[config.mk]
export PLATFORM = sky130hd
export DESIGN_NAME = sse_data_field_extractor_flat
export DESIGN_NICKNAME = d
export VERILOG_FILES = /design/src/hw/rtl/sdfe_pkg.sv /design/src/hw/rtl/sdfe_rx_if.sv /design/src/hw/rtl/sdfe_tx_if.sv /design/src/hw/rtl/sdfe_ctrl.sv /design/src/hw/rtl/sdfe_dpath.sv /design/src/hw/rtl/sse_data_field_extractor.sv /design/src/flat_wrapper.sv
export SDC_FILE = /design/constraint.sdc
export NUM_CORES = 1
export LEC_CHECK = 0
export BUFFER_PORTS_ARGS = -buffer_cell sky130_fd_sc_hd__clkbuf_2
export CORE_UTILIZATION = 60
export CTS_CLUSTER_DIAMETER = 40
export DETAILED_ROUTE_END_ITERATION = 10
export PLACE_DENSITY = 0.76
export SYNTH_ARGS = -nofsm -noshare
export SYNTH_HDL_FRONTEND = slang
export SYNTH_SLANG_ARGS = --single-unit
[constraint.sdc]
create_clock -name i_clk -period 5.8 [get_ports i_clk]
set_input_delay 0 -clock i_clk [delete_from_list [all_inputs] [get_ports i_clk]]
set_output_delay 0 -clock i_clk [all_outputs]
set_load 0.005 [all_outputs]
[src/hw/rtl/sdfe_pkg.sv]
// ----------------------------------------------------------------------------
// sdfe_pkg: shared definitions for the event stream data field extractor
// Character codes, the field tag lookup and the command and status bundles
// passed between the controller and the datapath.
// ----------------------------------------------------------------------------
package sdfe_pkg;

    localparam logic [7:0] CH_LF = 8'h0A;
    localparam logic [7:0] CH_CR = 8'h0D;
    localparam logic [7:0] CH_SP = 8'h20;

    // Length of the "data:" tag and the saturation point of the line counter.
    localparam logic [2:0] PREFIX_LEN   = 3'd5;
    localparam logic [2:0] LINE_POS_MAX = 3'd7;

    // Commands from the controller to the datapath.
    typedef struct packed {
        logic accept;    // a stream byte is taken this cycle
        logic extra_wr;  // write the byte held back behind a pending CR
        logic emit_rd;   // read the next payload byte from the store
        logic emit_ld;   // load the byte just read into the output register
    } t_dp_cmd;

    // Status from the datapath to the controller.
    typedef struct packed {
        logic need_extra;  // this byte needs a second store write
        logic emit_start;  // this byte is a blank line that ends a non-empty event
        logic emit_last;   // the byte being emitted is the final one
        logic out_free;    // the output register can take a new byte
    } t_dp_sts;

    // Character of the "data:" tag at a given line position.
    function automatic logic [7:0] tag_char(input logic [2:0] pos);
        logic [7:0] c;
        unique case (pos)
            3'd0:    c = 8'h64;  // d
            3'd1:    c = 8'h61;  // a
            3'd2:    c = 8'h74;  // t
            3'd3:    c = 8'h61;  // a
            3'd4:    c = 8'h3A;  // :
            default: c = 8'h00;
        endcase
        return c;
    endfunction

endpackage

[src/hw/rtl/sdfe_rx_if.sv]
// ----------------------------------------------------------------------------
// sdfe_rx_if: stream byte channel
// Valid/ready channel carrying one byte of the event stream per transaction.
// ----------------------------------------------------------------------------
interface sdfe_rx_if;
    logic       valid;
    logic       ready;
    logic [7:0] rx_byte;

    modport source (output valid, output rx_byte, input ready);
    modport sink   (input valid, input rx_byte, output ready);
endinterface

[src/hw/rtl/sdfe_tx_if.sv]
// ----------------------------------------------------------------------------
// sdfe_tx_if: payload byte channel
// Valid/ready channel carrying one emitted payload byte per transaction.
// ----------------------------------------------------------------------------
interface sdfe_tx_if;
    logic       valid;
    logic       ready;
    logic [7:0] payload_byte;
    logic       last_byte;
    logic       truncated;

    modport source (output valid, output payload_byte, output last_byte,
                    output truncated, input ready);
    modport sink   (input valid, input payload_byte, input last_byte,
                    input truncated, output ready);
endinterface

[src/hw/rtl/sdfe_ctrl.sv]
// ----------------------------------------------------------------------------
// sdfe_ctrl: sequencing controller
// Decides when stream bytes are taken, when a held CR costs a second write
// and steps the payload readout one byte at a time.
// ----------------------------------------------------------------------------
module sdfe_ctrl
    import sdfe_pkg::*;
(
    input  logic    i_clk,
    input  logic    i_rst_n,
    input  logic    i_rx_valid,
    output logic    o_rx_ready,
    input  t_dp_sts i_sts,
    output t_dp_cmd o_cmd
);

    typedef enum logic [1:0] {
        S_RUN,
        S_EXTRA,
        S_EMIT_RD,
        S_EMIT_WR
    } t_state;

    t_state r_state;
    t_state n_state;

    assign o_rx_ready = (r_state == S_RUN);

    always_comb begin
        o_cmd.accept   = (r_state == S_RUN) && i_rx_valid;
        o_cmd.extra_wr = (r_state == S_EXTRA);
        o_cmd.emit_rd  = (r_state == S_EMIT_RD);
        o_cmd.emit_ld  = (r_state == S_EMIT_WR) && i_sts.out_free;
    end

    always_comb begin
        n_state = r_state;
        unique case (r_state)
            S_RUN: begin
                if (i_rx_valid) begin
                    if (i_sts.emit_start) begin
                        n_state = S_EMIT_RD;
                    end else if (i_sts.need_extra) begin
                        n_state = S_EXTRA;
                    end
                end
            end
            S_EXTRA: begin
                n_state = S_RUN;
            end
            S_EMIT_RD: begin
                n_state = S_EMIT_WR;
            end
            S_EMIT_WR: begin
                if (i_sts.out_free) begin
                    n_state = i_sts.emit_last ? S_RUN : S_EMIT_RD;
                end
            end
            default: begin
                n_state = S_RUN;
            end
        endcase
    end

    always_ff @(posedge i_clk) begin
        if (!i_rst_n) begin
            r_state <= S_RUN;
        end else begin
            r_state <= n_state;
        end
    end

endmodule

[src/hw/rtl/sdfe_dpath.sv]
// ----------------------------------------------------------------------------
// sdfe_dpath: line parser datapath
// Holds the line tracking state, the payload store and the output register.
// ----------------------------------------------------------------------------
module sdfe_dpath
    import sdfe_pkg::*;
#(
    parameter int PAYLOAD_DEPTH = 64
) (
    input  logic       i_clk,
    input  logic       i_rst_n,
    input  t_dp_cmd    i_cmd,
    output t_dp_sts    o_sts,
    input  logic [7:0] i_rx_byte,
    input  logic       i_tx_ready,
    output logic       o_tx_valid,
    output logic [7:0] o_tx_payload_byte,
    output logic       o_tx_last_byte,
    output logic       o_tx_truncated
);

    localparam int AW = $clog2(PAYLOAD_DEPTH);
    localparam int CW = $clog2(PAYLOAD_DEPTH + 1);
    localparam logic [CW-1:0] DEPTH_C = CW'(PAYLOAD_DEPTH);

    logic [7:0]    r_mem [PAYLOAD_DEPTH];
    logic [CW-1:0] r_plen;
    logic [CW-1:0] r_wp;
    logic [2:0]    r_lp;
    logic          r_pm;
    logic          r_dla;
    logic          r_pcr;
    logic          r_ovf;
    logic [7:0]    r_pend;
    logic [CW-1:0] r_rd_idx;
    logic [7:0]    r_rd_data;
    logic          r_out_vld;
    logic [7:0]    r_out_byte;
    logic          r_out_last;
    logic          r_out_trunc;

    logic       is_lf;
    logic       is_cr;
    logic       line_empty;
    logic       store_b;
    logic       tag_hit;
    logic       wr_req;
    logic [7:0] wr_data;
    logic       room;
    logic       wr_en;
    logic       rd_last;

    assign is_lf      = (i_rx_byte == CH_LF);
    assign is_cr      = (i_rx_byte == CH_CR);
    assign line_empty = (r_lp == 3'd0) || ((r_lp == 3'd1) && r_pcr);
    // The single space right after the colon is not part of the payload.
    assign store_b    = !is_cr && !((r_lp == PREFIX_LEN) && (i_rx_byte == CH_SP));
    assign tag_hit    = (r_lp < PREFIX_LEN) && (i_rx_byte == tag_char(r_lp));
    assign room       = (r_wp < DEPTH_C);
    assign wr_en      = wr_req && room;
    assign rd_last    = ((r_rd_idx + CW'(1)) == r_plen);

    always_comb begin
        wr_req  = 1'b0;
        wr_data = i_rx_byte;
        if (i_cmd.extra_wr) begin
            wr_req  = 1'b1;
            wr_data = r_pend;
        end else if (i_cmd.accept && !is_lf && r_dla) begin
            if (r_pcr) begin
                wr_req  = 1'b1;
                wr_data = CH_CR;
            end else if (store_b) begin
                wr_req  = 1'b1;
            end
        end
    end

    always_comb begin
        o_sts.need_extra = !is_lf && r_dla && r_pcr && store_b;
        o_sts.emit_start = is_lf && !r_dla && line_empty && (r_plen != '0);
        o_sts.emit_last  = rd_last;
        o_sts.out_free   = !r_out_vld || i_tx_ready;
    end

    always_ff @(posedge i_clk) begin
        if (!i_rst_n) begin
            r_plen    <= '0;
            r_wp      <= '0;
            r_lp      <= '0;
            r_pm      <= 1'b1;
            r_dla     <= 1'b0;
            r_pcr     <= 1'b0;
            r_ovf     <= 1'b0;
            r_rd_idx  <= '0;
            r_out_vld <= 1'b0;
        end else begin
            if (wr_en) begin
                r_wp <= r_wp + CW'(1);
            end
            if (wr_req && !room) begin
                r_ovf <= 1'b1;
            end
            if (i_cmd.accept) begin
                if (is_lf) begin
                    if (r_dla) begin
                        r_plen <= r_wp;
                    end else if (o_sts.emit_start) begin
                        r_rd_idx <= '0;
                    end
                    r_lp  <= '0;
                    r_pm  <= 1'b1;
                    r_dla <= 1'b0;
                    r_pcr <= 1'b0;
                end else begin
                    if (!r_dla && r_pm) begin
                        if (tag_hit) begin
                            if (r_lp == PREFIX_LEN - 3'd1) begin
                                r_dla <= 1'b1;
                                r_pm  <= 1'b0;
                                r_wp  <= '0;
                                r_ovf <= 1'b0;
                            end
                        end else begin
                            r_pm <= 1'b0;
                        end
                    end
                    r_pcr <= is_cr;
                    if (r_lp < LINE_POS_MAX) begin
                        r_lp <= r_lp + 3'd1;
                    end
                end
            end
            if (i_cmd.emit_ld) begin
                r_rd_idx <= r_rd_idx + CW'(1);
                if (rd_last) begin
                    r_plen <= '0;
                    r_ovf  <= 1'b0;
                end
            end
            if (i_cmd.emit_ld) begin
                r_out_vld <= 1'b1;
            end else if (i_tx_ready) begin
                r_out_vld <= 1'b0;
            end
        end
    end

    always_ff @(posedge i_clk) begin
        if (wr_en) begin
            r_mem[r_wp[AW-1:0]] <= wr_data;
        end
        if (i_cmd.emit_rd) begin
            r_rd_data <= r_mem[r_rd_idx[AW-1:0]];
        end
        if (i_cmd.accept) begin
            r_pend <= i_rx_byte;
        end
        if (i_cmd.emit_ld) begin
            r_out_byte  <= r_rd_data;
            r_out_last  <= rd_last;
            r_out_trunc <= r_ovf;
        end
    end

    assign o_tx_valid        = r_out_vld;
    assign o_tx_payload_byte = r_out_byte;
    assign o_tx_last_byte    = r_out_last;
    assign o_tx_truncated    = r_out_trunc;

endmodule

[src/hw/rtl/sse_data_field_extractor.sv]
// ----------------------------------------------------------------------------
// sse_data_field_extractor: data field extractor for an event stream
// Splits the incoming byte stream into lines and emits the payload of the
// last "data:" line of each event when the event's blank line arrives.
//
//   Channel  Direction  Payload                               Per transaction
//   i_rx     in         rx_byte[7:0]                          one stream byte
//   o_tx     out        payload_byte[7:0], last_byte,         one payload byte
//                       truncated
//
// A stream byte is normally taken at once. A byte other than CR that follows
// a held-back CR inside a data line stalls i_rx, because the CR and the byte
// each need a write through the single write port of the payload store. A
// blank line that ends an event with N payload bytes holds i_rx low for one
// store read and one output load per byte, and while o_tx stalls. The
// output register lets the next stream byte be taken while the final
// payload byte still waits on o_tx. Reset is synchronous and clears all
// line state; the payload store needs no clearing, since only entries
// already written are ever read.
// ----------------------------------------------------------------------------
module sse_data_field_extractor
    import sdfe_pkg::*;
#(
    parameter int PAYLOAD_DEPTH = 64
) (
    input  logic         i_clk,
    input  logic         i_rst_n,
    sdfe_rx_if.sink      i_rx,
    sdfe_tx_if.source    o_tx
);

    t_dp_cmd w_cmd;
    t_dp_sts w_sts;

    // The controller owns the input handshake and the readout sequence.
    sdfe_ctrl u_ctrl (
        .i_clk      (i_clk),
        .i_rst_n    (i_rst_n),
        .i_rx_valid (i_rx.valid),
        .o_rx_ready (i_rx.ready),
        .i_sts      (w_sts),
        .o_cmd      (w_cmd)
    );

    // The datapath parses lines, fills the payload store and drives o_tx.
    sdfe_dpath #(
        .PAYLOAD_DEPTH (PAYLOAD_DEPTH)
    ) u_dpath (
        .i_clk             (i_clk),
        .i_rst_n           (i_rst_n),
        .i_cmd             (w_cmd),
        .o_sts             (w_sts),
        .i_rx_byte         (i_rx.rx_byte),
        .i_tx_ready        (o_tx.ready),
        .o_tx_valid        (o_tx.valid),
        .o_tx_payload_byte (o_tx.payload_byte),
        .o_tx_last_byte    (o_tx.last_byte),
        .o_tx_truncated    (o_tx.truncated)
    );

`ifndef SYNTHESIS
    // Loading a payload byte must present it on the output next cycle.
    a_load_shows: assert property (@(posedge i_clk) disable iff (!i_rst_n)
        w_cmd.emit_ld |=> o_tx.valid)
        else $error("loaded payload byte not presented on o_tx");

    // Input is held off while the held-back byte is written.
    a_extra_blocks: assert property (@(posedge i_clk) disable iff (!i_rst_n)
        w_cmd.extra_wr |-> !i_rx.ready)
        else $error("stream byte accepted during second store write");

    // A blank line that ends a non-empty event stops the input for readout.
    a_emit_blocks: assert property (@(posedge i_clk) disable iff (!i_rst_n)
        (w_cmd.accept && w_sts.emit_start) |=> !i_rx.ready)
        else $error("input not stalled at start of payload readout");

    // After the final payload byte is loaded the input is open again.
    a_emit_ends: assert property (@(posedge i_clk) disable iff (!i_rst_n)
        (w_cmd.emit_ld && w_sts.emit_last) |=> i_rx.ready)
        else $error("input not reopened after payload readout");
`endif

endmodule
[src/flat_wrapper.sv]
// flat-port wrapper written by rule: the top's interface ports become plain ports
module sse_data_field_extractor_flat import sdfe_pkg::*;
#(
    parameter int PAYLOAD_DEPTH = 64
)
  (i_clk, i_rst_n, i_rx_valid, i_rx_rx_byte, i_rx_ready, o_tx_valid, o_tx_payload_byte, o_tx_last_byte, o_tx_truncated, o_tx_ready);
  sdfe_rx_if i_rx_i ();
  sdfe_tx_if o_tx_i ();
  input  logic i_clk;
  input  logic i_rst_n;
  input wire logic [$bits(i_rx_i.valid)-1:0] i_rx_valid;
  input wire logic [$bits(i_rx_i.rx_byte)-1:0] i_rx_rx_byte;
  output wire logic [$bits(i_rx_i.ready)-1:0] i_rx_ready;
  output wire logic [$bits(o_tx_i.valid)-1:0] o_tx_valid;
  output wire logic [$bits(o_tx_i.payload_byte)-1:0] o_tx_payload_byte;
  output wire logic [$bits(o_tx_i.last_byte)-1:0] o_tx_last_byte;
  output wire logic [$bits(o_tx_i.truncated)-1:0] o_tx_truncated;
  input wire logic [$bits(o_tx_i.ready)-1:0] o_tx_ready;
  assign i_rx_i.valid = i_rx_valid;
  assign i_rx_i.rx_byte = i_rx_rx_byte;
  assign i_rx_ready = i_rx_i.ready;
  assign o_tx_valid = o_tx_i.valid;
  assign o_tx_payload_byte = o_tx_i.payload_byte;
  assign o_tx_last_byte = o_tx_i.last_byte;
  assign o_tx_truncated = o_tx_i.truncated;
  assign o_tx_i.ready = o_tx_ready;
  sse_data_field_extractor #(.PAYLOAD_DEPTH(PAYLOAD_DEPTH)) u_core (.i_clk(i_clk), .i_rst_n(i_rst_n), .i_rx(i_rx_i), .o_tx(o_tx_i));
endmodule
==> results.md, run 1 <==
- Synth-to-layout area growth: 11.4%
- Final weighted congestion of routability-driven global placement: around 0.9
- Total power draw: 0.00826 W
- Run status: completed
- Path category of the worst min-delay check: in2reg
- Delay-heaviest family, CP: simple AND/OR/NAND/NOR gates
- Layout cells sized above 1: 0.224
- Routed via count: approximately 12000
- Hold_ws: 208 ps
- CTS resizes: 0
- Wire length of the first global-routing pass: 75.0 mm
- Clock Skews: around 32 ps
- Number of top-level design ports: 24
- Async set-or-reset flop fraction in the synthesized netlist: 0
- Min cycle time layout: roughly 3400 ps
- Share of Yosys cell area claimed by the top area cell type: 0.710
- Setup slack after placement: between 2000 and 3000 ps
- Static Leakage: 7.80 nW
- Count of final setup violators: 0
- Clock Pin Slew Worst Setup and Hold Paths: roughly 60 ps
- Grt ovf: 0
- Deepest clock path buffer count: 3
- Final worst-path cycle share: 0.585
- P per Cell Area: around 330 nW/um^2
- Post-synthesis cell count: 1209
- Mean routed wirelength per cell: around 28 um
- Average via count per standard cell: 6.58
- Series of cell instances along the critical path: or3b_4, a311oi_2, o22ai_1, nor2_2, nand2_1, nor2_1
- Final-report hold violation count: 0
- Number of distinct library cells after synthesis: 75
- Port Buf Inserts: 23
- Worst R2R Start: u_core.u_ctrl.r_state[1]
- Setup crit end kind: register
- Number of global-route vias before repair: 11879
- Total negative slack for setup checks: 0 ps
- Post-synthesis net count: approximately 1200
- Chip height: between 150 and 200 um
- Maximum VDD drop: 0.251 mV
- Total net switching power: between 0.0015 and 0.002 W
- Maximum number of pins on one net before global-route repair: 65
- Starting utilization of the core area: 0.616
- Sum of buffers and inverters on the critical path: 0
- Count of final max-slew check failures: 0
- Number of iterations in the first detailed-routing pass: 7
- CTS sink count: approximately 570
- Share of total power in combinational logic: 0.014
- Proportion of synthesized chip area in sequential cells: 0.737
- Commonest register cell after synthesis: sky130_fd_sc_hd__edfxtp_1
- Largest stage delay on the critical path: slightly above 800 ps
- Data arrival time at the worst-slack endpoint: between 3000 and 4000 ps
- First-iteration detailed-routing DRC count: between 1000 and 1500
- Power share of the sequential group: 0.544
- Final wirelength: ~50 mm
- TritonCTS clock tree: built
- Slowest cell on the critical path: sky130_fd_sc_hd__nor2_1
- Min-delay src: i_rx_rx_byte[3]
- Row count: 70
- Root Buffer Master: sky130_fd_sc_hd__clkbuf_16
- Post-layout net count: roughly 1300
- Max-cap viol count: 0
- Die extent in x: 197 um
- Final standard cell utilization of the core: 0.686
- Core footprint: between 30000 and 40000 um^2
- Clk_lat worst skew: slightly above 600 ps
- Flip-flop and latch count after synthesis: between 500 and 600
- Switching share of total power: 0.201
- Post-synthesis cell area: 22800 um^2
- Worst Setup Slack, final: 2400 ps
- Count of flip-flops with a built-in enable after synthesis: roughly 540
- Number of inserted diodes: 0
- WS Path Type: reg2reg
- Antenna-violating nets left: 0
- Synthesis warning total: 0
- Upper clock frequency limit: a little under 0.3 GHz
- Transition time at the pin with the least slew margin: a little under 1000 ps
- Max-slew headroom: 0.336
- Crit path launch: u_core.u_ctrl.r_state[1]
- Total routing resource utilization after global routing: 0.269
- Pint: around 0.0066 W
- CTS buffer count: 60
- Critical path required time: around 6000 ps
- Part of the power in the clock network: 0.441
- H-Tree Depth: 2
- DRC viols: 0
- Maximum fanout along the worst path: 11
- Dominant cell type by area after synthesis: sky130_fd_sc_hd__edfxtp_1
- Overall die area: 38700 um^2
- CP Launch Type: register
- Avg Synthesized Cell Area: 18.8 um^2
- Dominant cells by area after synthesis: sky130_fd_sc_hd__edfxtp_1 71%, sky130_fd_sc_hd__mux4_2 12%, sky130_fd_sc_hd__dfxtp_1 2.7%, sky130_fd_sc_hd__nor2_1 1.7%, sky130_fd_sc_hd__mux2i_1 1.2%
- Setup repair after global routing missed its margin: no
- HPWL after detailed placement: between 20 and 30 mm
- Number of antenna violations at the first check in global routing: 1
==> layer usage <==
metal | GRT usage | vias to the layer above | wire length, um
met2 | 0.413 | 659 | 23600
li1 | - | 5033 | -
met3 | 0.0575 | 126 | 4670
met5 | 0 | - | 16
met4 | 0.111 | 2 | 1950
met1 | 0.382 | 6100 | 19900
==> cells in the mapped netlist, types with 10 or more instances <==
cell	count
sky130_fd_sc_hd__nand3_1	14
sky130_fd_sc_hd__dfxtp_1	31
sky130_fd_sc_hd__mux4_2	122
sky130_fd_sc_hd__edfxtp_1	538
sky130_fd_sc_hd__a21oi_1	20
sky130_fd_sc_hd__o22ai_1	25
sky130_fd_sc_hd__nand2_1	28
sky130_fd_sc_hd__mux2_2	10
sky130_fd_sc_hd__nor3_1	10
sky130_fd_sc_hd__buf_2	21
sky130_fd_sc_hd__clkbuf_1	21
sky130_fd_sc_hd__o21ai_0	28
sky130_fd_sc_hd__nand2b_1	10
sky130_fd_sc_hd__buf_4	14
sky130_fd_sc_hd__mux2i_1	28
sky130_fd_sc_hd__nor2b_1	16
sky130_fd_sc_hd__nor2_1	103
==> path summary, 6_finish.rpt <==
path,to,slack [ps],cells past startpoint
worst max-delay path,u_core.u_dpath.r_mem[54][0],2400,6
worst min-delay path,u_core.u_dpath.r_pend[3],210,2
worst max register to register,u_core.u_dpath.r_mem[54][0],2400,6
worst min register to register,u_core.u_dpath.o_tx_payload_byte[0],450,0
==> power by group through the flow <==
| stage | sequential [W] | clock (W) | combinational, W |
|---|---|---|---|
| final | 0.00450 | 0.00365 | 0.000120 |
| after global routing | 0.00450 | 0.00383 | 0.000129 |
| after CTS | 0.00450 | 0.00368 | 0.000121 |
| after detailed placement | 0.00458 | 0 | 0.000115 |
| after global placement | 0.00458 | 0 | 0.000111 |
| after floorplan | 0.00459 | 0 | 0.0000581 |
==> logic make-up after synthesis <==
group,count (synthesis),synth area share
buffers and inverters,75,0.0172
DFF,569,0.737
AOI/OAI and AO/OA,152,0.0472
xor gates and xnor gates,13,0.00500
muxes,160,0.138
adders and majority gates,7,0.00385
and+or+nand+nor,233,0.0516
==> worst reg2reg max path: cells and delay by family, from the launching register on <==
| kind | cells | cell delay [ps] |
|---|---|---|
| simple gates | 4 | 2110 |
| flops | 1 | 390 |
| compound gates | 2 | 550 |
==> stage by stage <==
step	area (um^2)	cells
2_1_floorplan	22800	1209
6_report	25300	1812
4_1_cts	25300	1812
5_1_grt	25300	1812
3_3_place_gp	23300	1688
3_5_place_dp	23300	1688
==> cell type report <==
class	count	area, um^2
clock inverter	37	319
inverter	10	37.5
tap	504	631
timing repair buffer	53	398
clock buffer	74	1580
fill	2284	11600
multi-input combinational	565	5600
sequential	569	16800
==> layout by cell type, fill, tap and decap left out, types with 8 or more instances in the layout <==
cell type	n
sky130_fd_sc_hd__edfxtp_1	538
sky130_fd_sc_hd__mux4_2	122
sky130_fd_sc_hd__nor2_1	103
sky130_fd_sc_hd__clkbuf_16	61
sky130_fd_sc_hd__o21ai_0	28
sky130_fd_sc_hd__nand2_1	28
sky130_fd_sc_hd__mux2i_1	28
sky130_fd_sc_hd__dfxtp_1	28
sky130_fd_sc_hd__o22ai_1	25
sky130_fd_sc_hd__clkbuf_2	23
sky130_fd_sc_hd__a21oi_1	20
sky130_fd_sc_hd__nor2b_1	16
sky130_fd_sc_hd__buf_4	15
sky130_fd_sc_hd__nand3_1	14
sky130_fd_sc_hd__clkbuf_1	13
sky130_fd_sc_hd__dlygate4sd3_1	13
sky130_fd_sc_hd__nand2b_1	10
sky130_fd_sc_hd__clkinv_1	10
sky130_fd_sc_hd__mux2_2	10
sky130_fd_sc_hd__nor3_1	10
sky130_fd_sc_hd__inv_1	9
sky130_fd_sc_hd__a211o_1	9
sky130_fd_sc_hd__a21boi_0	9
sky130_fd_sc_hd__clkinv_2	9
sky130_fd_sc_hd__a211oi_1	8
==> registers in the layout, summed over array words and instances (netlist names), 2 cells and up <==
signal and count:
u_core.u_ctrl.r_state 2, u_core.u_dpath.o_tx_payload_byte 8, u_core.u_dpath.r_lp 3, u_core.u_dpath.r_mem 512, u_core.u_dpath.r_pend 8, u_core.u_dpath.r_plen 7
u_core.u_dpath.r_rd_data 8, u_core.u_dpath.r_rd_idx 7, u_core.u_dpath.r_wp 7
==> repair_timing <==
action,CTS,global route
hold buffers,13,0
hold endpoints to repair,29,0
buffers inserted,0,0
Power figures use the tool's default switching activity.
==> inputs of run 2 (changes only) <==
CORE_UTILIZATION = 57   (was 60)
clock period = 2.9 ns   (was 5.8 ns; I/O delays follow)
==> run 2 against run 1 <==
  * Sequential power increased by 100%
  * Maximum frequency increased by 24%
  * Count of clock-buffer cells in the layout decreased by 1
  * Critical endpoint is now u_core.u_dpath.r_mem[28][0]
  * Sequential share of layout area decreased by 2.4 points
  * Via count increased by 1.9%
  * Critical path type unchanged
  * Register-to-register slack got worse by 2200 ps
  * Highest routed layer is now met4
  * First-iteration DRC count increased by 0.43%
  * Clock power increased by 110%
  * Combinational power increased by 110%
  * Largest power group unchanged
==> results.md, run 2 (synthesized netlist as in run 1, its figures left out) <==
- Worst Setup Slack, final: 166 ps (was 2400 ps)
- Overall die area: 40700 um^2 (was 38700 um^2)
- Worst R2R Start: u_core.u_ctrl.r_state[1] (unchanged)
- Delay-heaviest family, CP: simple AND/OR/NAND/NOR gates (unchanged)
- Filler cell count in the final layout: 2418 (was 2284)
- Layout cells sized above 1: 0.276 (was 0.224)
- CTS sink count: 569 (unchanged)
- Chip height: 202 um (was 197 um)
- Number of cells on the worst reg-to-reg path: 7 (was 6)
- Wire length of the first global-routing pass: 76.2 mm (was 75.0 mm)
- Setup repair after global routing missed its margin: no (unchanged)
- Flip-flop and latch area: 16800 um^2 (unchanged)
- Final standard cell utilization of the core: 0.674 (was 0.686)
- Grt ovf: 0 (unchanged)
- Maximum VDD drop: 0.456 mV (was 0.251 mV)
- Worst Hold Path Cells: 2 (unchanged)
- Mean routed wirelength per cell: 26.2 um (was 27.7 um)
- Total routing resource utilization after global routing: 0.256 (was 0.269)
- Average via count per standard cell: 6.35 (was 6.58)
- Transition time at the pin with the least slew margin: 795 ps (was 995 ps)
- Setup Fix Bufs, Post-CTS: 0 (unchanged)
- Upper clock frequency limit: 0.366 GHz (was 0.294 GHz)
- Clk_lat worst skew: 610 ps (was 620 ps)
- Post-layout net count: 1365 (was 1278)
- Largest stage delay on the critical path: 460 ps (was 810 ps)
- Max-slew headroom: 0.469 (was 0.336)
- HPWL after detailed placement: 29.9 mm (was 28.9 mm)
- P per Cell Area: 645 nW/um^2 (was 326 nW/um^2)
- Share of total power in combinational logic: 0.015 (was 0.014)
- Path category of the worst min-delay check: in2reg (unchanged)
- Deepest clock path buffer count: 3 (unchanged)
- CP Launch Type: register (unchanged)
- Clock Pin Slew Worst Setup and Hold Paths: 60 ps (about the same)
- FF-to-FF End: u_core.u_dpath.r_mem[28][0] (was u_core.u_dpath.r_mem[54][0])
- Max-cap viol count: 0 (unchanged)
- CTS buffer count: 59 (was 60)
- Row count: 72 (was 70)
- Switching share of total power: 0.198 (was 0.201)
- Final wirelength: 50.2 mm (was 50.1 mm)
- Starting utilization of the core area: 0.583 (was 0.616)
- Number of top-level design ports: 24 (unchanged)
- First-iteration detailed-routing DRC count: 1386 (was 1380)
- Most frequent standard cell in the layout excluding fill and tap cells: sky130_fd_sc_hd__edfxtp_1 (unchanged)
- Run status: completed (unchanged)
- Slowest cell on the critical path: sky130_fd_sc_hd__or3b_4 (was sky130_fd_sc_hd__nor2_1)
- TritonCTS clock tree: built (unchanged)
- Power share of the sequential group: 0.530 (was 0.544)
- Setup slack after placement: 236 ps (was 2510 ps)
- Static Leakage: 8.37 nW (was 7.80 nW)
- H-Tree Depth: 2 (unchanged)
- Root Buffer Master: sky130_fd_sc_hd__clkbuf_16 (unchanged)
- Maximum fanout along the worst path: 11 (unchanged)
- Total power draw: 0.0170 W (was 0.00826 W)
- Series of cell instances along the critical path: or3b_4, a311oi_2, o22ai_1, nor2_2, nand3_2, nor2_1, buf_4 (was or3b_4, a311oi_2, o22ai_1, nor2_2, nand2_1, nor2_1)
- Final-report hold violation count: 0 (unchanged)
- WHS Endpoint: u_core.u_dpath.r_pend[3] (unchanged)
- Port Buf Inserts: 23 (unchanged)
- Data arrival time at the worst-slack endpoint: 3050 ps (was 3630 ps)
- Setup crit end kind: register (unchanged)
- Total negative slack for setup checks: 0 ps (unchanged)
- Final worst-path cycle share: 0.943 (was 0.585)
- Total net switching power: 0.00335 W (was 0.00166 W)
- Die extent in x: 202 um (was 197 um)
- Routed via count: 12151 (was 11920)
- WS Path Type: reg2reg (unchanged)
- Final weighted congestion of routability-driven global placement: 0.901 (was 0.886)
- Count of final setup violators: 0 (unchanged)
- Area of the multi-input gates: 5600 um^2 (unchanged)
- Part of the power in the clock network: 0.455 (was 0.441)
- Hold_ws: 191 ps (was 208 ps)
- Synth-to-layout area growth: 15.5% (was 11.4%)
- Maximum number of pins on one net before global-route repair: 72 (was 65)
- Number of global-route vias before repair: 12115 (was 11879)
- CTS resizes: 0 (unchanged)
- Flip-flop count of the largest register after layout: 512 (unchanged)
- Count of final max-slew check failures: 0 (unchanged)
- Min cycle time layout: 2730 ps (was 3400 ps)
- Min-delay src: i_rx_rx_byte[3] (unchanged)
- Number of antenna violations at the first check in global routing: 0 (was 1)
- Critical path required time: 3210 ps (was 6040 ps)
- Number of iterations in the first detailed-routing pass: 5 (was 7)
- Antenna-violating nets left: 0 (unchanged)
- Sum of buffers and inverters on the critical path: 1 (was 0)
- Number of inserted diodes: 0 (unchanged)
- Pint: 0.0136 W (was 0.00660 W)
- R2R setup slack: 170 ps (was 2400 ps)
- Clock Skews: 19.2 ps (was 31.6 ps)
- Core footprint: 39000 um^2 (was 37000 um^2)
- DRC viols: 0 (unchanged)
- Commonest cells after routing, fill and taps aside: 538 x sky130_fd_sc_hd__edfxtp_1, 122 x sky130_fd_sc_hd__mux4_2, 103 x sky130_fd_sc_hd__nor2_1 (unchanged)
==> run 2: cell count changes in the layout (fill, tap and decap cells not counted), sizes merged <==
cell,delta
buf,+88
bufinv,+4
clkinvlp,-2
clkbuf,-1
inv,-1
==> run 2: area by class of cell <==
type / count / share of cell area
sequential: 569 / 0.639
multi-input combinational: 565 / 0.213
clock buffer: 73 / 0.0605
timing repair buffer: 141 / 0.0455
tap: 518 / 0.0247
clock inverter: 38 / 0.0161
inverter: 10 / 0.00143
==> run 2: stage by stage <==
step | area (um^2) | instances
after floorplan | 22800 | 1209
after global placement | 24100 | 1790
after detailed placement | 24100 | 1790
after CTS | 26300 | 1914
after global routing | 26300 | 1914
final | 26300 | 1914
==> run 2: per-layer routing <==
layer	part of all wire	vias to the layer above	global-route usage
met4	0.033	0	0.0912
li1	-	5203	-
met2	0.48	637	0.399
met5	0	-	0
met3	0.090	98	0.0559
met1	0.40	6213	0.360
==> run 2: worst max-delay path by stage <==
stage                                        start  cells past startpoint  slack (ps)                           to
after floorplan           u_core.u_ctrl.r_state[1]                      5         400   u_core.u_dpath.r_mem[0][0]
after global placement    u_core.u_ctrl.r_state[1]                      7         300  u_core.u_dpath.r_mem[60][0]
after detailed placement  u_core.u_ctrl.r_state[1]                      7         240  u_core.u_dpath.r_mem[28][3]
after CTS                 u_core.u_ctrl.r_state[1]                      7         180  u_core.u_dpath.r_mem[28][7]
after global routing      u_core.u_ctrl.r_state[1]                      7           9   u_core.u_dpath.r_mem[4][6]
final                     u_core.u_ctrl.r_state[1]                      7         170  u_core.u_dpath.r_mem[28][0]
==> run 2: power by group through the flow <==
stage / sequential, W / clock [W] / combinational, W
3_3_place_gp: 0.00916 / 0 / 0.000233
5_1_grt: 0.00899 / 0.00814 / 0.000273
4_1_cts: 0.00899 / 0.00781 / 0.000255
6_report: 0.00899 / 0.00772 / 0.000254
3_5_place_dp: 0.00917 / 0 / 0.000244
2_1_floorplan: 0.00917 / 0 / 0.000116
==> run 2: worst reg2reg max path, stage by stage, from the launching register on <==
cell and delay [ps]:
sky130_fd_sc_hd__dfxtp_1 310, sky130_fd_sc_hd__or3b_4 460, sky130_fd_sc_hd__a311oi_2 310, sky130_fd_sc_hd__o22ai_1 240, sky130_fd_sc_hd__nor2_2 210, sky130_fd_sc_hd__nand3_2 430, sky130_fd_sc_hd__nor2_1 270, sky130_fd_sc_hd__buf_4 210
==> run 2: timing repair <==
item | in CTS | in global routing
setup endpoints to repair | 0 | 1
hold buffers | 13 | 0
hold endpoints to repair | 36 | 0
